File: config.mk
export PLATFORM = sky130hd
export DESIGN_NAME = scsu_front_flat
export DESIGN_NICKNAME = d
export VERILOG_FILES = /design/src/sv/sine_cosine_series_unit_macros.svh /design/src/sv/scsu_pkg.sv /design/src/sv/scsu_if.sv /design/src/sv/scsu_front.sv /design/src/flat_wrapper.sv
export SDC_FILE = /design/constraint.sdc
export NUM_CORES = 2
export LEC_CHECK = 0
export BUFFER_PORTS_ARGS = -buffer_cell sky130_fd_sc_hd__buf_2
export CAP_MARGIN = 20
export CORE_MARGIN = 1.5
export CORE_UTILIZATION = 59
export CTS_BUF_LIST = sky130_fd_sc_hd__clkbuf_4 sky130_fd_sc_hd__clkbuf_8
export CTS_CLUSTER_SIZE = 20
export DETAILED_ROUTE_END_ITERATION = 10
export PLACE_DENSITY = 0.84
export SYNTH_ARGS = -nofsm -noshare
export SYNTH_HDL_FRONTEND = slang
export SYNTH_SLANG_ARGS = --single-unit
File: constraint.sdc
create_clock -name clk -period 10.6 [get_ports clk]
set_input_delay 2.12 -clock clk [delete_from_list [all_inputs] [get_ports clk]]
set_output_delay 2.12 -clock clk [all_outputs]
set_load 0.02 [all_outputs]
File: src/sv/sine_cosine_series_unit_macros.svh
// Assertion macros for the sine and cosine series unit.
// Depends on nothing; included by the top level only.
`ifndef SINE_COSINE_SERIES_UNIT_MACROS_SVH
`define SINE_COSINE_SERIES_UNIT_MACROS_SVH

// Same-cycle implication, checked outside reset.
`define SCSU_CHECK(lbl, ck, rn, pre, post, msg) \
	lbl: assert property (@(posedge ck) disable iff (!rn) (pre) |-> (post)) else $error(msg);

// Next-cycle implication, checked outside reset.
`define SCSU_CHECK_NEXT(lbl, ck, rn, pre, post, msg) \
	lbl: assert property (@(posedge ck) disable iff (!rn) (pre) |=> (post)) else $error(msg);

`endif

File: src/sv/scsu_pkg.sv
// Shared types and constants of the sine and cosine series unit.
// Depends on nothing; used by scsu_term, scsu_queue, scsu_front, scsu_back and the top level.
`timescale 1ns / 1ps

package scsu_pkg;
	localparam int SERIES_TERMS_DEF = 12;
	localparam int QUEUE_DEPTH_DEF = 4;
	localparam int FRAC = 58;
	localparam int DIV_W = 12;
	localparam int K_W = 14;
	localparam int K_SHIFT = 50;
	localparam logic [31:0] TWO_OVER_PI_Q32 = 32'hA2F9836E;
	localparam logic [46:0] TWO_PI_Q44 = 47'h6487ED5110B4;
	localparam logic [31:0] ONE_Q30 = 32'h4000_0000;
	localparam logic [63:0] ONE_Q58 = 64'd1 << FRAC;
	localparam logic [63:0] K_ROUND = 64'd1 << (K_SHIFT - 1);
	localparam logic [63:0] OUT_ROUND = 64'd1 << (FRAC - 31);

	typedef logic [63:0] q58_t;

	typedef struct packed {
		q58_t mag;
		logic neg;
	} qitem_t;

	typedef struct packed {
		logic vld;
		logic tneg;
		q58_t m2;
		q58_t acc;
	} lane_t;
endpackage

File: src/sv/scsu_if.sv
// Handshake channels of the sine and cosine series unit.
// Depends on nothing; one interface for the angle word, one for the result word.
`timescale 1ns / 1ps

interface scsu_in_if;
	logic valid;
	logic ready;
	logic signed [31:0] angle;
	modport source (output valid, output angle, input ready);
	modport sink (input valid, input angle, output ready);
endinterface


File: src/sv/scsu_front.sv
// Front end: takes angle words and reduces them by the nearest multiple of two pi.
// Uses scsu_pkg and scsu_in_if; feeds scsu_queue.
`timescale 1ns / 1ps

module scsu_front (
	input  logic             clk,
	input  logic             arst_n,
	scsu_in_if.sink          angle_ch,
	input  logic             q_full,
	output logic             q_push,
	output scsu_pkg::qitem_t q_item
);
	logic en;
	logic v_s1, v_s2, v_s3, v_s4, v_s5;
	logic xneg_s1, xneg_s2, xneg_s3, xneg_s4, xneg_s5;
	logic [31:0] a_s1, a_s2, a_s3, a_s4;
	logic [63:0] prod_s2;
	logic [scsu_pkg::K_W-1:0] k_s3;
	logic [60:0] kc_s4;
	logic signed [63:0] d_s5;
	logic [63:0] dmag;

	assign en = !(v_s5 && q_full);
	assign angle_ch.ready = en;
	assign q_push = v_s5 && !q_full;

	always_ff @(posedge clk or negedge arst_n) begin
		if (!arst_n) begin
			v_s1 <= 1'b0;
			v_s2 <= 1'b0;
			v_s3 <= 1'b0;
			v_s4 <= 1'b0;
			v_s5 <= 1'b0;
		end else if (en) begin
			v_s1 <= angle_ch.valid;
			v_s2 <= v_s1;
			v_s3 <= v_s2;
			v_s4 <= v_s3;
			v_s5 <= v_s4;
		end
	end

	always_ff @(posedge clk) begin
		if (en) begin
			xneg_s1 <= angle_ch.angle[31];
			a_s1 <= angle_ch.angle[31] ? 32'(32'd0 - angle_ch.angle) : angle_ch.angle;
			xneg_s2 <= xneg_s1;
			a_s2 <= a_s1;
			prod_s2 <= 64'(a_s1) * 64'(scsu_pkg::TWO_OVER_PI_Q32);
			xneg_s3 <= xneg_s2;
			a_s3 <= a_s2;
			k_s3 <= scsu_pkg::K_W'((prod_s2 + scsu_pkg::K_ROUND) >> scsu_pkg::K_SHIFT);
			xneg_s4 <= xneg_s3;
			a_s4 <= a_s3;
			kc_s4 <= 61'(61'(k_s3) * 61'(scsu_pkg::TWO_PI_Q44));
			xneg_s5 <= xneg_s4;
			d_s5 <= $signed({4'b0, a_s4, 28'b0}) - $signed({3'b0, kc_s4});
		end
	end

	assign dmag = d_s5[63] ? 64'(64'd0 - d_s5) : d_s5;
	assign q_item = '{mag: dmag << 14, neg: xneg_s5 ^ d_s5[63]};
endmodule

File: src/flat_wrapper.sv
// flat-port wrapper written by rule: the top's interface ports become plain ports
module scsu_front_flat 
  (clk, arst_n, q_full, q_push, q_item, angle_ch_valid, angle_ch_angle, angle_ch_ready);
  scsu_in_if angle_ch_i ();
  input  logic clk;
  input  logic arst_n;
  input  logic q_full;
  output logic q_push;
  output scsu_pkg::qitem_t q_item;
  input wire logic [$bits(angle_ch_i.valid)-1:0] angle_ch_valid;
  input wire logic [$bits(angle_ch_i.angle)-1:0] angle_ch_angle;
  output wire logic [$bits(angle_ch_i.ready)-1:0] angle_ch_ready;
  assign angle_ch_i.valid = angle_ch_valid;
  assign angle_ch_i.angle = angle_ch_angle;
  assign angle_ch_ready = angle_ch_i.ready;
  scsu_front u_core (.clk(clk), .arst_n(arst_n), .angle_ch(angle_ch_i), .q_full(q_full), .q_push(q_push), .q_item(q_item));
endmodule
Yosys cells after proc, flatten, opt, wreduce, memory -nomap -nowiden
Index checks and enable logic that the tools add are counted.

Reductions and logical operators: 4. Bitwise gates (word level): 1. Multiplexer cells: 2. Multipliers: 2. Add/sub/neg operators: 4.

Operator list (number): adder 64 x 50 -> 64 bit, second input constant (1); multiplier 32 x 31 -> 63 bit, second input constant (1); subtractor 60 x 61 -> 62 bit (1); multiplier 14 x 45 -> 59 bit, second input constant (1); two-way mux 50 bit (1); subtractor 1 x 50 -> 50 bit, first input constant (1); subtractor 1 x 32 -> 32 bit, first input constant (1); two-way mux 31 bit (1); logical AND 1 bit (2); zero test 1 bit (2); bitwise XOR 1 bit (1).

Logic and storage cells: 32. Output and inout port bits: 67. Input port bits: 36. Register bits after elaboration: 336.

Longest topological paths before layout
Depth after elaboration: 2. Mapped depth: 24.

Worst setup path after synthesis
OpenSTA, ideal clock, no wires.

Path kind: input to output. From: in q_full. To: out angle_ch_ready. Buffers on the path: 0. Cell stages on the path: 1. Arrival: 8.014 ns. Path slack: 0.466 ns. Path through: nand2_1.

Longest elaborated chain between the ends: 2.

RTL lines: start: declaration (line flat_wrapper.sv:7) `input logic q_full;`; logical AND 1 bit (line scsu_front.sv:23) `assign en = !(v_s5 && q_full);`; zero test 1 bit (line scsu_front.sv:23); end: declaration (line flat_wrapper.sv:12) `output wire logic [$bits(angle_ch_i.ready)-1:0] angle_ch_ready;`.

No other way between the ends.

Worst setup path in the final report
From: reg u_core.a_s1[9]. To: reg u_core.prod_s2[57] (data pin).

Longest elaborated chain between the ends: 1.

RTL lines: start: declaration (line scsu_front.sv:16) `logic [31:0] a_s1, a_s2, a_s3, a_s4;`; start signal: assignment (line scsu_front.sv:46) `a_s1 <= angle_ch.angle[31] ? 32'(32'd0 - angle_ch.angle) : angle_ch.angle;`; multiplier 32 x 31 -> 63 bit (line scsu_front.sv:49) `prod_s2 <= 64'(a_s1) * 64'(scsu_pkg::TWO_OVER_PI_Q32);`; end signal: assignment (line scsu_front.sv:49); end: declaration (line scsu_front.sv:17) `logic [63:0] prod_s2;`.

No other way between the ends. A chain may end at the register's enable or synchronous reset.

==> flow_summary_export.csv <==
group,metric,value,unit
critical_path,startpoint_class,"flip-flop",
clock_tree,cts.htree.levels,2,
detailed_routing,routed_via_density,5.594,
placed_design,routability_cong,0.9916,
detailed_routing,number_of_nets_still_failing_antenna_checks_after_routing,0,
layout,utilization_after_layout,0.6345,
floorplan,die_area,66630,µm²
floorplan,placementRows,93,
global_route,grt_use_total,0.2778,
synthesis,seq_area_frac_synth,0.2144,
synthesis,postSynthAreaPerCell,10.85,µm²
detailed_routing,drc_errors,0,
global_route,pin_count_of_the_biggest_net_entering_global_routing,79,
global_route,grt_pass1_wl,142300,µm
global_route,number_of_global_route_vias_before_repair,26630,
synthesis,synth.ff_latch_count,275,
timing,timing.final.setup_violations,0,
timing,clock_skew,86.03,ps
placed_design,placement.setup.worst_slack,2651,ps
placed_design,io_buffer_count,86,
clock_tree,tritoncts_clock_tree,"done",
floorplan,overall_die_width,258.1,µm
critical_path,worst-path-buf-inv,4,
critical_path,critical_path.max_stage_delay,680,ps
critical_path,crit_path_end_kind,"flip-flop",
detailed_routing,drt-wirelength-per-cell,19.67,µm
synthesis,synth.distinct_cells,70,
floorplan,initial_utilization,0.5968,
synthesis,synth-main-ff-cell,"sky130_fd_sc_hd__edfxtp_1",
critical_path,crit_path_arrival_time,8420,ps
critical_path,crit_path_cell_trace,"inv_1 > fa_1 > fa_1 > fa_1 > fa_1 > inv_1 > fa_1 > fa_1 > fa_1 > inv_1 > fa_1 > inv_1 > ha_1 > a21oi_1 > o21bai_1 > a21oi_1 > nor2_1 > or4b_2 > a211o_1 > o31ai_1 > o31a_1 > xnor2_1",
critical_path,worst_path_most_repeated_cell,"sky130_fd_sc_hd__fa_1",
run_status,status,"completed",
clock_tree,cts_buffers,49,
clock_tree,cts.repair_timing.setup_buffer_count,0,
timing,highest_attainable_clock_frequency,123.6,MHz
layout,num-nets-final,4895,
floorplan,floorplan.io_pins,103,
timing,rsz0062_at_grt,"no",
detailed_routing,route.vias.total,25420,
layout,n_antenna_cell,0,
floorplan,die_height,258.1,µm
floorplan,core_outline_area,64350,µm²
critical_path,critical_path_start_end_classification,"reg2reg",
layout,syn_to_final_growth,6.311,%
clock_tree,clock_tree.buffer_depth,3,
timing,final.setup.tns,0,ps
global_route,number_of_antenna_violations_at_the_first_check_in_global_routing,1,
timing,final_max_slew_viols,0,
synthesis,synth_warnings,0,
synthesis,synthArstFlopShare,0.01818,
clock_tree,cts.root.buffer_cell,"sky130_fd_sc_hd__clkbuf_8",
synthesis,netlist_instances,3541,
detailed_routing,drt-total-wl,89360,µm
timing,finalWorstPathRequiredPeriod,8088,ps
synthesis,netlist_area,38410,µm²
timing,setup_ws,2512,ps
detailed_routing,drt-pass1-iter-count,6,
global_route,grt_remaining_overflow,0,
clock_tree,path_clk_slew,70,ps
critical_path,cp_slowest_cell,"sky130_fd_sc_hd__or4b_2",
detailed_routing,dr.first_iter.drc_count,1856,
clock_tree,post_cts.resized_instances,0,
synthesis,edff_count_synth,270,
layout,final_layout_size_suffix_gt1_frac,0.05394,
hold_path,min_path_type,"reg2reg",
run,max_cap_violations,0,
timing,tcrit_tclk_final,0.7630,
clock_tree,insertion_delay,670,ps
clock_tree,post_cts_hold_buffer_count,0,
critical_path,gate_family_responsible_for_the_most_delay_along_the_worst_path,"adder cells",
critical_path,path_max_fanout,6,
timing,slew_headroom,0.2862,
placed_design,placed_wire_length_estimate,76920,µm
clock_tree,tritoncts_num_sinks,275,
timing,timing_worst_slew_pin_value,1044,ps
timing,finalHoldViolations,0,
critical_path,crit_required,10930,ps
==> kinds of logic after synthesis <==
kind of cell,Yosys count,share of synthesized area
xor gates and xnor gates,205,0.04675
AOI/OAI and AO/OA,469,0.07988
and+or+nand+nor,416,0.05496
buffers and inverters,966,0.09630
adders and majority gates,1204,0.5062
DFF,275,0.2144
muxes,5,0.001433
other,1,0.00009764
==> synth_stat cells, types with 28 or more instances <==
cell type,count,area [µm²]
sky130_fd_sc_hd__edfxtp_1,270,8108
sky130_fd_sc_hd__o31ai_1,28,210.2
sky130_fd_sc_hd__nor2_1,80,300.3
sky130_fd_sc_hd__ha_1,621,7770
sky130_fd_sc_hd__xor2_1,42,367.9
sky130_fd_sc_hd__fa_1,583,11670
sky130_fd_sc_hd__inv_1,918,3446
sky130_fd_sc_hd__nand2_1,120,450.4
sky130_fd_sc_hd__a21o_1,73,548.0
sky130_fd_sc_hd__o21ai_0,93,465.5
sky130_fd_sc_hd__a21oi_1,144,720.7
sky130_fd_sc_hd__xnor2_1,163,1428
sky130_fd_sc_hd__nand3_1,38,190.2
==> stage by stage <==
stage / hold slack, ps / std cells / cell area (µm²)
after floorplan: 400.3 / 3556 / 38460
after global placement: 400.0 / 4459 / 39790
after detailed placement: 404.5 / 4459 / 39790
after CTS: 413.9 / 4544 / 40830
after global routing: 420.5 / 4544 / 40830
final: 414.1 / 4544 / 40830
==> worst paths after layout <==
kind	startpoint	to	slack (ps)	cells after the start
min in group asynchronous	arst_n	u_core.v_s5	1280	1
worst max register to register	u_core.a_s1[9]	u_core.prod_s2[57]	2510	22
worst max-delay path	u_core.a_s1[9]	u_core.prod_s2[57]	2510	22
max in group asynchronous	arst_n	u_core.v_s1	9190	1
worst min register to register	u_core.a_s2[27]	u_core.a_s3[27]	410	0
worst min-delay path	u_core.a_s2[27]	u_core.a_s3[27]	410	0
==> placed cells by master (no fill, tap or decap), types with 6 or more instances in the layout <==
cell type / count
sky130_fd_sc_hd__nor2b_1: 11
sky130_fd_sc_hd__clkinv_2: 6
sky130_fd_sc_hd__and3_1: 20
sky130_fd_sc_hd__o31ai_1: 28
sky130_fd_sc_hd__a211oi_1: 11
sky130_fd_sc_hd__or4_1: 12
sky130_fd_sc_hd__edfxtp_1: 270
sky130_fd_sc_hd__a31oi_1: 12
sky130_fd_sc_hd__o21a_1: 9
sky130_fd_sc_hd__o21ai_0: 93
sky130_fd_sc_hd__ha_1: 621
sky130_fd_sc_hd__nor2_1: 80
sky130_fd_sc_hd__clkbuf_8: 49
sky130_fd_sc_hd__clkinv_1: 9
sky130_fd_sc_hd__inv_1: 918
sky130_fd_sc_hd__or3_1: 20
sky130_fd_sc_hd__buf_4: 10
sky130_fd_sc_hd__xnor2_1: 163
sky130_fd_sc_hd__nor4_1: 12
sky130_fd_sc_hd__nand2_1: 119
sky130_fd_sc_hd__bufinv_16: 6
sky130_fd_sc_hd__xor2_1: 42
sky130_fd_sc_hd__o21bai_1: 26
sky130_fd_sc_hd__nor3_1: 25
sky130_fd_sc_hd__buf_2: 86
sky130_fd_sc_hd__o41ai_1: 12
sky130_fd_sc_hd__and2_1: 6
sky130_fd_sc_hd__and4_1: 10
sky130_fd_sc_hd__a21oi_1: 144
sky130_fd_sc_hd__nand4_1: 27
sky130_fd_sc_hd__a21o_1: 73
sky130_fd_sc_hd__fa_1: 583
sky130_fd_sc_hd__nand2b_1: 15
sky130_fd_sc_hd__nand3_1: 38
sky130_fd_sc_hd__conb_1: 16
sky130_fd_sc_hd__a21boi_0: 8
==> state kept, by name, summed over array words and instances (netlist names) <==
name	flops
u_core.a_s2	32
u_core.kc_s4	59
u_core.v_s5	1
u_core.a_s3	32
u_core.a_s1	32
u_core.xneg_s5	1
u_core.d_s5	49
u_core.prod_s2	15
u_core.xneg_s3	1
u_core.v_s3	1
u_core.v_s1	1
u_core.xneg_s1	1
u_core.xneg_s2	1
u_core.k_s3	14
u_core.a_s4	32
u_core.v_s2	1
u_core.xneg_s4	1
u_core.v_s4	1
==> cell type report <==
cell class                      instances  area [µm²]
Tap cell                              855        1070
Multi-Input combinational cell       2315       26540
Fill cell                            4967       23520
Inverter                              918        3446
Sequential cell                       275        8233
Clock inverter                         31       325.3
Clock buffer                           54       711.9
Timing Repair Buffer                   96       505.5
==> metal layers <==
layer	track usage	vias to the layer above	part of all wire
met2	0.4606	879	0.48
li1	-	11750	-
met5	0	-	0
met4	0.09308	0	0.033
met1	0.3672	12630	0.41
met3	0.05506	165	0.077
Power is left out: the tool's default activity adds up to more than one toggle a clock period on the data nets, which glitch-free logic cannot reach.
