<file path="src/sv/sine_cosine_series_unit_macros.svh">
// Assertion macros for the sine and cosine series unit.
// Depends on nothing; included by the top level only.
`ifndef SINE_COSINE_SERIES_UNIT_MACROS_SVH
`define SINE_COSINE_SERIES_UNIT_MACROS_SVH

// Same-cycle implication, checked outside reset.
`define SCSU_CHECK(lbl, ck, rn, pre, post, msg) \
	lbl: assert property (@(posedge ck) disable iff (!rn) (pre) |-> (post)) else $error(msg);

// Next-cycle implication, checked outside reset.
`define SCSU_CHECK_NEXT(lbl, ck, rn, pre, post, msg) \
	lbl: assert property (@(posedge ck) disable iff (!rn) (pre) |=> (post)) else $error(msg);

`endif

</file>
<file path="src/sv/scsu_pkg.sv">
// Shared types and constants of the sine and cosine series unit.
// Depends on nothing; used by scsu_term, scsu_queue, scsu_front, scsu_back and the top level.
`timescale 1ns / 1ps

package scsu_pkg;
	localparam int SERIES_TERMS_DEF = 12;
	localparam int QUEUE_DEPTH_DEF = 4;
	localparam int FRAC = 58;
	localparam int DIV_W = 12;
	localparam int K_W = 14;
	localparam int K_SHIFT = 50;
	localparam logic [31:0] TWO_OVER_PI_Q32 = 32'hA2F9836E;
	localparam logic [46:0] TWO_PI_Q44 = 47'h6487ED5110B4;
	localparam logic [31:0] ONE_Q30 = 32'h4000_0000;
	localparam logic [63:0] ONE_Q58 = 64'd1 << FRAC;
	localparam logic [63:0] K_ROUND = 64'd1 << (K_SHIFT - 1);
	localparam logic [63:0] OUT_ROUND = 64'd1 << (FRAC - 31);

	typedef logic [63:0] q58_t;

	typedef struct packed {
		q58_t mag;
		logic neg;
	} qitem_t;

	typedef struct packed {
		logic vld;
		logic tneg;
		q58_t m2;
		q58_t acc;
	} lane_t;
endpackage

</file>
<file path="src/sv/scsu_queue.sv">
// Short word queue between the reduction front end and the series back end.
// Uses scsu_pkg.
`timescale 1ns / 1ps

module scsu_queue #(
	parameter int DEPTH = scsu_pkg::QUEUE_DEPTH_DEF
) (
	input  logic             clk,
	input  logic             arst_n,
	input  logic             push,
	input  scsu_pkg::qitem_t din,
	output logic             full,
	input  logic             pop,
	output scsu_pkg::qitem_t dout,
	output logic             empty
);
	localparam int AW = (DEPTH > 1) ? $clog2(DEPTH) : 1;
	localparam int CW = $clog2(DEPTH + 1);

	scsu_pkg::qitem_t mem_q [DEPTH];
	logic [AW-1:0] wr_q, rd_q;
	logic [CW-1:0] count_q;

	assign full = (count_q == CW'(DEPTH));
	assign empty = (count_q == '0);
	assign dout = mem_q[rd_q];

	always_ff @(posedge clk) begin
		if (push) begin
			mem_q[wr_q] <= din;
		end
	end

	always_ff @(posedge clk or negedge arst_n) begin
		if (!arst_n) begin
			wr_q <= '0;
			rd_q <= '0;
			count_q <= '0;
		end else begin
			if (push) begin
				wr_q <= (wr_q == AW'(DEPTH - 1)) ? '0 : wr_q + 1'b1;
			end
			if (pop) begin
				rd_q <= (rd_q == AW'(DEPTH - 1)) ? '0 : rd_q + 1'b1;
			end
			if (push && !pop) begin
				count_q <= count_q + 1'b1;
			end else if (pop && !push) begin
				count_q <= count_q - 1'b1;
			end
		end
	end
endmodule

</file>
<file path="config.mk">
export PLATFORM = sky130hd
export DESIGN_NAME = scsu_queue
export DESIGN_NICKNAME = d
export VERILOG_FILES = /design/src/sv/sine_cosine_series_unit_macros.svh /design/src/sv/scsu_pkg.sv /design/src/sv/scsu_queue.sv
export SDC_FILE = /design/constraint.sdc
export NUM_CORES = 1
export LEC_CHECK = 0
export BUFFER_PORTS_ARGS = -buffer_cell sky130_fd_sc_hd__buf_4
export CAP_MARGIN = 20
export CELL_PAD_IN_SITES_DETAIL_PLACEMENT = 2
export CELL_PAD_IN_SITES_GLOBAL_PLACEMENT = 2
export CORE_MARGIN = 4
export CORE_UTILIZATION = 48
export DETAILED_ROUTE_END_ITERATION = 16
export GPL_TIMING_DRIVEN = 0
export HOLD_SLACK_MARGIN = 0.05
export PLACE_DENSITY = 0.81
export SLEW_MARGIN = 20
export SYNTH_ARGS = -nofsm -noshare
export SYNTH_HDL_FRONTEND = slang
export SYNTH_SLANG_ARGS = --single-unit
export TNS_END_PERCENT = 20
</file>
<file path="constraint.sdc">
create_clock -name clk -period 8.1 [get_ports clk]
set_clock_uncertainty 0.2 [all_clocks]
set_input_delay 0.405 -clock clk [delete_from_list [all_inputs] [get_ports clk]]
set_output_delay 0.405 -clock clk [all_outputs]
set_load 0.01 [all_outputs]
</file>
After elaboration in Yosys (flattened, before gate mapping)
Memory sizes are Yosys's and may differ from the RTL's. Cells that the tools add are included.

Register bits after elaboration: 7. Bits in writable memories: 260. Input bits: 69. Logic and storage cells: 23. Memories: 1.

Add/sub/neg operators: 4. Equality and inequality tests: 3. Multiplexer cells: 6. Reduce and logical (&&, ||, !) cells: 6.

Memories: mem_q (depth 4, bits a word 65, rd ports 1, clocked after memory_dff 0, wr ports 1, line scsu_queue.sv:20) `scsu_pkg::qitem_t mem_q [DEPTH];`.

Operator list (number): $mux 3 (2); $add 2x1->2 const B (2); $eq 2x2->1 const B (2); $mux 2 (2); $add 3x1->3 const B (1); $eq 3x3->1 const B (1); $logic_not 3->1 (1); $sub 3x1->3 const B (1); $logic_and 1x1->1 (2); $logic_not 1->1 (2); $mux 1 (2); $reduce_bool 2->1 (1).

Longest topological paths before layout
Gate-level depths: netlist of run 1.

Depth in word-level cells: 4. Gate-level depth with buffers: 7. Gate-level depth less buffers: 7.

Least setup slack after synthesis of run 1
Ideal clock, no wire load.

Kind: register to register. Start: reg wr_q[0]. End: mem mem_q[0][0] in the netlist's numbering, enable pin. Setup time: 430 ps. Arrival: 2152 ps. Data required time: 7470 ps. Path slack: 5319 ps. Stages on the path, launching flop included: 4. Path buffers: 0. Cell sequence: dfrtp_1 > inv_1 > ha_1 > and2_1.

RTL lines: start: declaration (line scsu_queue.sv:21) `logic [AW-1:0] wr_q, rd_q;`; start signal: assignment (line scsu_queue.sv:41) `wr_q <= (wr_q == AW'(DEPTH - 1)) ? '0 : wr_q + 1'b1;`; end: declaration (line scsu_queue.sv:20).

No word-level cell before the write port.

==> results.sh, run 1 <==
export IMPL_status="complete, no violations"
export IMPL_gr_total_overflow=0
export IMPL_multi_input_area_um2=1700
export IMPL_start_kind="register"
export IMPL_whs_ps=341
export IMPL_met3_length_mm=1.99
export IMPL_groute_usage_overall_pct=28.6
export IMPL_pin_count=136
export IMPL_ys_seq_area_share_pct=81.2
export IMPL_via_count=5215
export IMPL_row_count=52
export IMPL_p_leak_nw=4.54
export IMPL_via_per_inst=5.70
export IMPL_drt_wl_total_mm=31.9
export IMPL_grt_pass1_vias=5819
export IMPL_power_density_nw_per_um2=369
export IMPL_synth_cell_types=20
export IMPL_finalCritPeriodShare_pct=35.3
export IMPL_synth_largest_area_cell="edfxtp_1"
export IMPL_finalNetCount=692
export IMPL_core_area_um2=20200
export IMPL_start_util_pct=48.7
export IMPL_top_layer_used="met4"
export IMPL_fin_util_pct=64.3
export IMPL_rsz0062_at_grt="false"
export IMPL_place_ws_ps=5900
export IMPL_fillCellCount=1565
export IMPL_die_area_um2=22800
export IMPL_hold_buffers=69
export IMPL_end_kind="output pin"
export IMPL_slew_violations=0
export IMPL_cts_buffers=29
export IMPL_seq_area_um2=7980
export IMPL_firstDrtPassIters=4
export IMPL_wl_met1_mm=12.2
export IMPL_cap_viol_max_count=0
export IMPL_arrival_ps=2260
export IMPL_postCtsResizedCells=0
export IMPL_min_path_type="register to register"
export IMPL_fp_dieH_um=151
export IMPL_netlist_instances=377
export IMPL_tritoncts="done"
export IMPL_worst_slack_ps=5240
export IMPL_syn_avg_cell_area_um2=26.1
export IMPL_netlist_area_um2=9830
export IMPL_clockBufferDepth=3
export IMPL_drt_wirelength_per_cell_um=34.9
export IMPL_yosysWarningCount=0
export IMPL_dr_wl_met2_mm=16.9
export IMPL_worst_slew_pin_slew_ps=718
export IMPL_cts_clk_slew_worst_paths_ps=60
export IMPL_whs_path_depth=1
export IMPL_slew_headroom_pct=52.1
export IMPL_irDropWorstVdd_mv=0.209
export IMPL_numPortBuffers=135
export IMPL_syn_num_nets=453
export IMPL_final_cell_mix="260 x edfxtp_1, 138 x buf_4, 69 x dlygate4sd3_1, 65 x mux4_2, 29 x clkbuf_16"
export IMPL_synth_top_area_share_pct=79.4
export IMPL_ys_top_cells_by_area="edfxtp_1 79%, mux4_2 15%, dfrtp_1 1.8%"
export IMPL_clock_sinks=267
export IMPL_grt_max_degree=44
export IMPL_finalSetupViolCount=0
export IMPL_root_buffer="clkbuf_16"
export IMPL_cp_max_fo=10
export IMPL_dp_hpwl_mm=16.0
export IMPL_h_tree_depth=1
export IMPL_drive_above_1_share_pct=42.0
export IMPL_grt_pass1_wl_mm=45.4
export IMPL_antenna_left=0
export IMPL_ys_seq_elements=267
export IMPL_tns_ps=0
export IMPL_fmax_mhz=350
export IMPL_drt_iter0_drc=395
export IMPL_die_w_um=151
export IMPL_hold_viol_final=0
export IMPL_worstSetupPathType="register to output pin"
export IMPL_worstRegToRegCells=4
export IMPL_drc=0
export IMPL_clk_latency_ps=540
export IMPL_area_delta_synth_final_pct=31.9
export IMPL_fin_crit_ps=2860
export IMPL_finalWeightedCongestion=0.699
export IMPL_required_ps=7500
export IMPL_cts_setup_buffers=0
export IMPL_finalPower_mw=4.78
export IMPL_mostFrequentLayoutCell="edfxtp_1"
export IMPL_antenna_found_initial=7
==> where the power goes <==
| part | switching [mW] | internal [mW] |
|---|---|---|
| clock network | 0.581 | 0.789 |
| logic | 0.782 | 0.744 |
| registers | 0.110 | 1.78 |
| total | 1.47 | 3.31 |
==> routing by layer <==
metal | vias up | GRT usage, %
met2 | 247 | 49.5
met3 | 46 | 5.83
met1 | 2818 | 37.0
met4 | 0 | 8.16
met5 | - | 0
li1 | 2104 | -
==> final cells by class <==
cell class / instances / area share, %
well taps: 270 / 2.61
diodes: 7 / 0.135
plain buffers: 15 / 1.13
inverters: 4 / 0.116
clock inverters: 16 / 1.23
repair buffers: 208 / 14.0
multi-input cells: 91 / 13.1
clock buffers: 37 / 6.14
flip-flops and latches: 267 / 61.6
==> worst paths after layout <==
| check | slack (ps) | from | end |
|---|---|---|---|
| worst min-delay path | 340 | count_q[2] | count_q[2] |
| worst min register to register | 340 | count_q[2] | count_q[2] |
| max in group asynchronous | 6670 | arst_n | wr_q[0] |
| worst max-delay path | 5240 | rd_q[1] | dout[45] |
| min in group asynchronous | 710 | arst_n | wr_q[1] |
| worst max register to register | 5870 | wr_q[0] | mem_q[0][12] |
==> stage by stage <==
| step | std cells | cell area (um^2) |
|---|---|---|
| 2_1_floorplan | 377 | 9830 |
| 3_3_place_gp | 782 | 11200 |
| 3_5_place_dp | 786 | 11300 |
| 4_1_cts | 908 | 12900 |
| 5_1_grt | 915 | 13000 |
| 6_report | 915 | 13000 |
==> critical path, stage by stage, from the launching register on <==
cell and delay, ps:
dfrtp_1 450, buf_2 320, buf_2 360, mux4_2 390, buf_4 170
==> synthesized netlist by cell type (all sizes together) <==
cell and number:
clkbuf 2, edfxtp 260, nor3 1, buf 13, nor2 3, dfrtp 7, o21ai 2, and2 4
nor3b 1, xor2 2, ha 6, mux2 3, mux4 65, nand2 2, inv 4, xnor2 1
fa 1
==> state kept, by name (all words and copies together), names as in the netlist <==
signal	count
mem_q	260
count_q	3
rd_q	2
wr_q	2
==> cell families (layout without fill, tap and decap cells) <==
family	Yosys count	in the layout	synth area share, %
other cells	0	7	0
compound gates	2	2	0.102
buf+inv	19	280	1.64
flops	267	267	81.2
mux	68	68	15.2
fa+ha+maj	7	7	0.967
xor+xnor	3	3	0.267
simple gates	11	11	0.573
Note: power is estimated with default switching activity, not from simulation.
==> inputs of run 2 (changes only) <==
--- a/config.mk
+++ b/config.mk
@@ -5,16 +5,17 @@
 export SDC_FILE = /design/constraint.sdc
 export NUM_CORES = 1
 export LEC_CHECK = 0
+export ABC_AREA = 1
 export BUFFER_PORTS_ARGS = -buffer_cell sky130_fd_sc_hd__buf_4
 export CAP_MARGIN = 20
 export CELL_PAD_IN_SITES_DETAIL_PLACEMENT = 2
 export CELL_PAD_IN_SITES_GLOBAL_PLACEMENT = 2
 export CORE_MARGIN = 4
-export CORE_UTILIZATION = 48
+export CORE_UTILIZATION = 41
 export DETAILED_ROUTE_END_ITERATION = 16
 export GPL_TIMING_DRIVEN = 0
 export HOLD_SLACK_MARGIN = 0.05
-export PLACE_DENSITY = 0.81
+export PLACE_DENSITY = 0.78
 export SLEW_MARGIN = 20
 export SYNTH_ARGS = -nofsm -noshare
 export SYNTH_HDL_FRONTEND = slang
==> constraint.sdc (replaced) <==
create_clock -name clk -period 2.96 [get_ports clk]
set_clock_uncertainty 0.2 [all_clocks]
set_input_delay 0.148 -clock clk [delete_from_list [all_inputs] [get_ports clk]]
set_output_delay 0.148 -clock clk [all_outputs]
set_load 0.01 [all_outputs]
==> run 2 against run 1 <==
  * Synthesized cell count is 110% higher
  * Power grew to 3.0 times the previous value
  * First-iteration DRC count is 24% higher
  * Non-clock buffer count is 27 higher
  * Critical path depth is 2 higher
  * Flip-flop and latch count stayed put
  * Die area is 32% higher
  * Worst hold slack worse by 200 ps
  * Sequential share of layout area is 6.4 points lower
  * Combinational power grew to 3.4 times the previous value
==> results.sh, run 2 <==
export IMPL_status="complete, no violations"
export IMPL_slew_headroom_pct=56.9
export IMPL_start_util_pct=41.6
export IMPL_power_density_nw_per_um2=983
export IMPL_dp_hpwl_mm=20.9
export IMPL_synth_area_mux_share_pct=0
export IMPL_largest_register="mem_q"
export IMPL_grt_pass1_vias=8497
export IMPL_ys_flop_type="edfxtp_1"
export IMPL_postCtsResizedCells=0
export IMPL_crit_top_cell="nand2_1"
export IMPL_crit_chain="inv_4, clkbuf_1, nand2_1, o211ai_2, nand2_1, buf_4"
export IMPL_drt_wl_total_mm=33.2
export IMPL_final_cell_mix="260 x edfxtp_1, 210 x nand2_1, 138 x buf_4, 137 x inv_1, 84 x o211ai_2"
export IMPL_start_kind="register"
export IMPL_cp_max_fo=10
export IMPL_hold_viol_final=0
export IMPL_irDropWorstVdd_mv=0.461
export IMPL_groute_usage_overall_pct=21.8
export IMPL_netlist_instances=810
export IMPL_seq_area_um2=7980
export IMPL_end_kind="output pin"
export IMPL_yosysWarningCount=0
export IMPL_drc=0
export IMPL_ys_top_cells_by_area="edfxtp_1 70%, o211ai_2 9.4%, nand2_1 7.0%"
export IMPL_slowest_delay_ps=500
export IMPL_largest_reg_flops=260
export IMPL_reg_largest_list="mem_q x260, count_q x3"
export IMPL_required_ps=2610
export IMPL_clock_sinks=267
export IMPL_finalNetCount=1126
export IMPL_fmax_mhz=384
export IMPL_rrSetupSlack_ps=830
export IMPL_postLayoutCellArea_um2=14500
export IMPL_worst_slack_ps=353
export IMPL_tritoncts="done"
export IMPL_worst_slew_pin_slew_ps=646
export IMPL_finalPower_mw=14.2
export IMPL_crit_buf_inv=3
export IMPL_syn_avg_cell_area_um2=13.8
export IMPL_pin_count=136
export IMPL_via_per_inst=5.12
export IMPL_firstDrtPassIters=5
export IMPL_synth_top_area_share_pct=69.6
export IMPL_core_area_um2=27000
export IMPL_p_leak_nw=5.97
export IMPL_fp_dieH_um=173
export IMPL_critical_path_top_delay_family="buffers and inverters"
export IMPL_via_count=7238
export IMPL_fillCellCount=2487
export IMPL_worstSetupPathType="register to output pin"
export IMPL_place_area_um2=12800
export IMPL_drt_wirelength_per_cell_um=23.4
export IMPL_synth_cell_types=22
export IMPL_die_w_um=173
export IMPL_slew_violations=0
export IMPL_diodes=0
export IMPL_finalSetupViolCount=0
export IMPL_ys_seq_elements=267
export IMPL_place_ws_ps=852
export IMPL_arrival_ps=2260
export IMPL_finalCritPeriodShare_pct=88.1
export IMPL_h_tree_depth=1
export IMPL_root_buffer="clkbuf_16"
export IMPL_die_area_um2=30100
export IMPL_grt_pass1_wl_mm=51.2
export IMPL_cts_buffers=30
export IMPL_rsz0062_at_grt="false"
export IMPL_finalWeightedCongestion=0.700
export IMPL_synthSimpleGateAreaFrac_pct=7.29
export IMPL_cts_clk_slew_worst_paths_ps=60
export IMPL_ys_top_cells_by_count="260 x edfxtp_1, 210 x nand2_1, 141 x inv_1, 84 x o211ai_2, 46 x o211ai_1"
export IMPL_area_delta_synth_final_pct=29.2
export IMPL_netlist_area_um2=11200
export IMPL_syn_num_nets=886
export IMPL_drive_above_1_share_pct=28.7
export IMPL_numPortBuffers=135
export IMPL_cap_viol_max_count=0
export IMPL_crit_path_top_delay_cell="clkbuf_1"
export IMPL_synth_most_common_cell="edfxtp_1"
export IMPL_clockBufferDepth=3
export IMPL_synth_largest_area_cell="edfxtp_1"
export IMPL_dp_cells=1290
export IMPL_synthArstFlopShare_pct=2.62
export IMPL_row_count=60
export IMPL_gr_total_overflow=0
export IMPL_ys_seq_area_share_pct=71.2
export IMPL_drt_iter0_drc=490
export IMPL_fin_crit_ps=2610
export IMPL_min_path_type="input pin to register"
export IMPL_fin_util_pct=53.7
export IMPL_synth_top_family_by_area="compound AO/OA/AOI/OAI gates"
export IMPL_antenna_left=0
export IMPL_multi_input_area_um2=2340
export IMPL_final_cells=1414
export IMPL_synth_compound_area_share_pct=12.6
export IMPL_mostFrequentLayoutCell="edfxtp_1"
export IMPL_grt_max_degree=45
export IMPL_clk_latency_ps=550
export IMPL_synthAdderAreaFrac_pct=0.848
export IMPL_synth_xor_xnor_area_share_pct=0.0781
export IMPL_synth_edf_count=260
export IMPL_antenna_found_initial=0
## run 2: repair_timing
item,in CTS,in global routing
endpoints found under the hold margin,290,0
hold buffers,69,0
buffers inserted,0,0
## run 2: cells by family after synthesis
group           after synthesis
simple gates                216
buf+inv                     185
fa+ha+maj                     7
xor+xnor                      1
compound gates              134
flops                       267
## run 2: through the flow
| step | hold WS [ps] | TNS, ps |
|---|---|---|
| global route | 133 | 0 |
| CTS | 111 | 0 |
| detailed placement | -223 | 0 |
| floorplan | -348 | 0 |
| global placement | -225 | -185740 |
| finish | 141 | 0 |
## run 2: layout make-up
class / count / area share (%)
flip-flops and latches: 267 / 55.1
multi-input cells: 358 / 16.1
repair buffers: 208 / 12.4
clock buffers: 33 / 5.26
inverters: 143 / 3.79
well taps: 341 / 2.95
plain buffers: 42 / 2.43
clock inverters: 22 / 1.87
## run 2: power by group
part	switching (mW)	leakage (nW)	internal, mW
registers	0.241	2.47	4.85
clock network	1.52	0.503	2.37
logic	3.23	2.99	2.02
total	4.99	5.97	9.25
## run 2: layer usage
metal	part of all wire (%)	up-vias	wire length, um	track usage (%)
met4	1.8	0	595	5.29
met1	40	3728	13200	25.9
li1	-	3301	-	-
met5	0	-	0	0
met3	3.5	44	1170	2.75
met2	55	165	18200	41.9
## run 2: path summary, 6_finish.rpt
check,startpoint,end,cells past startpoint
worst max register to register,wr_q[1],mem_q[1][24],5
max in group asynchronous,arst_n,count_q[0],3
worst min register to register,count_q[2],count_q[2],2
min in group asynchronous,arst_n,rd_q[0],3
worst min-delay path,din[41],mem_q[3][41],2
worst max-delay path,rd_q[0],dout[36],6
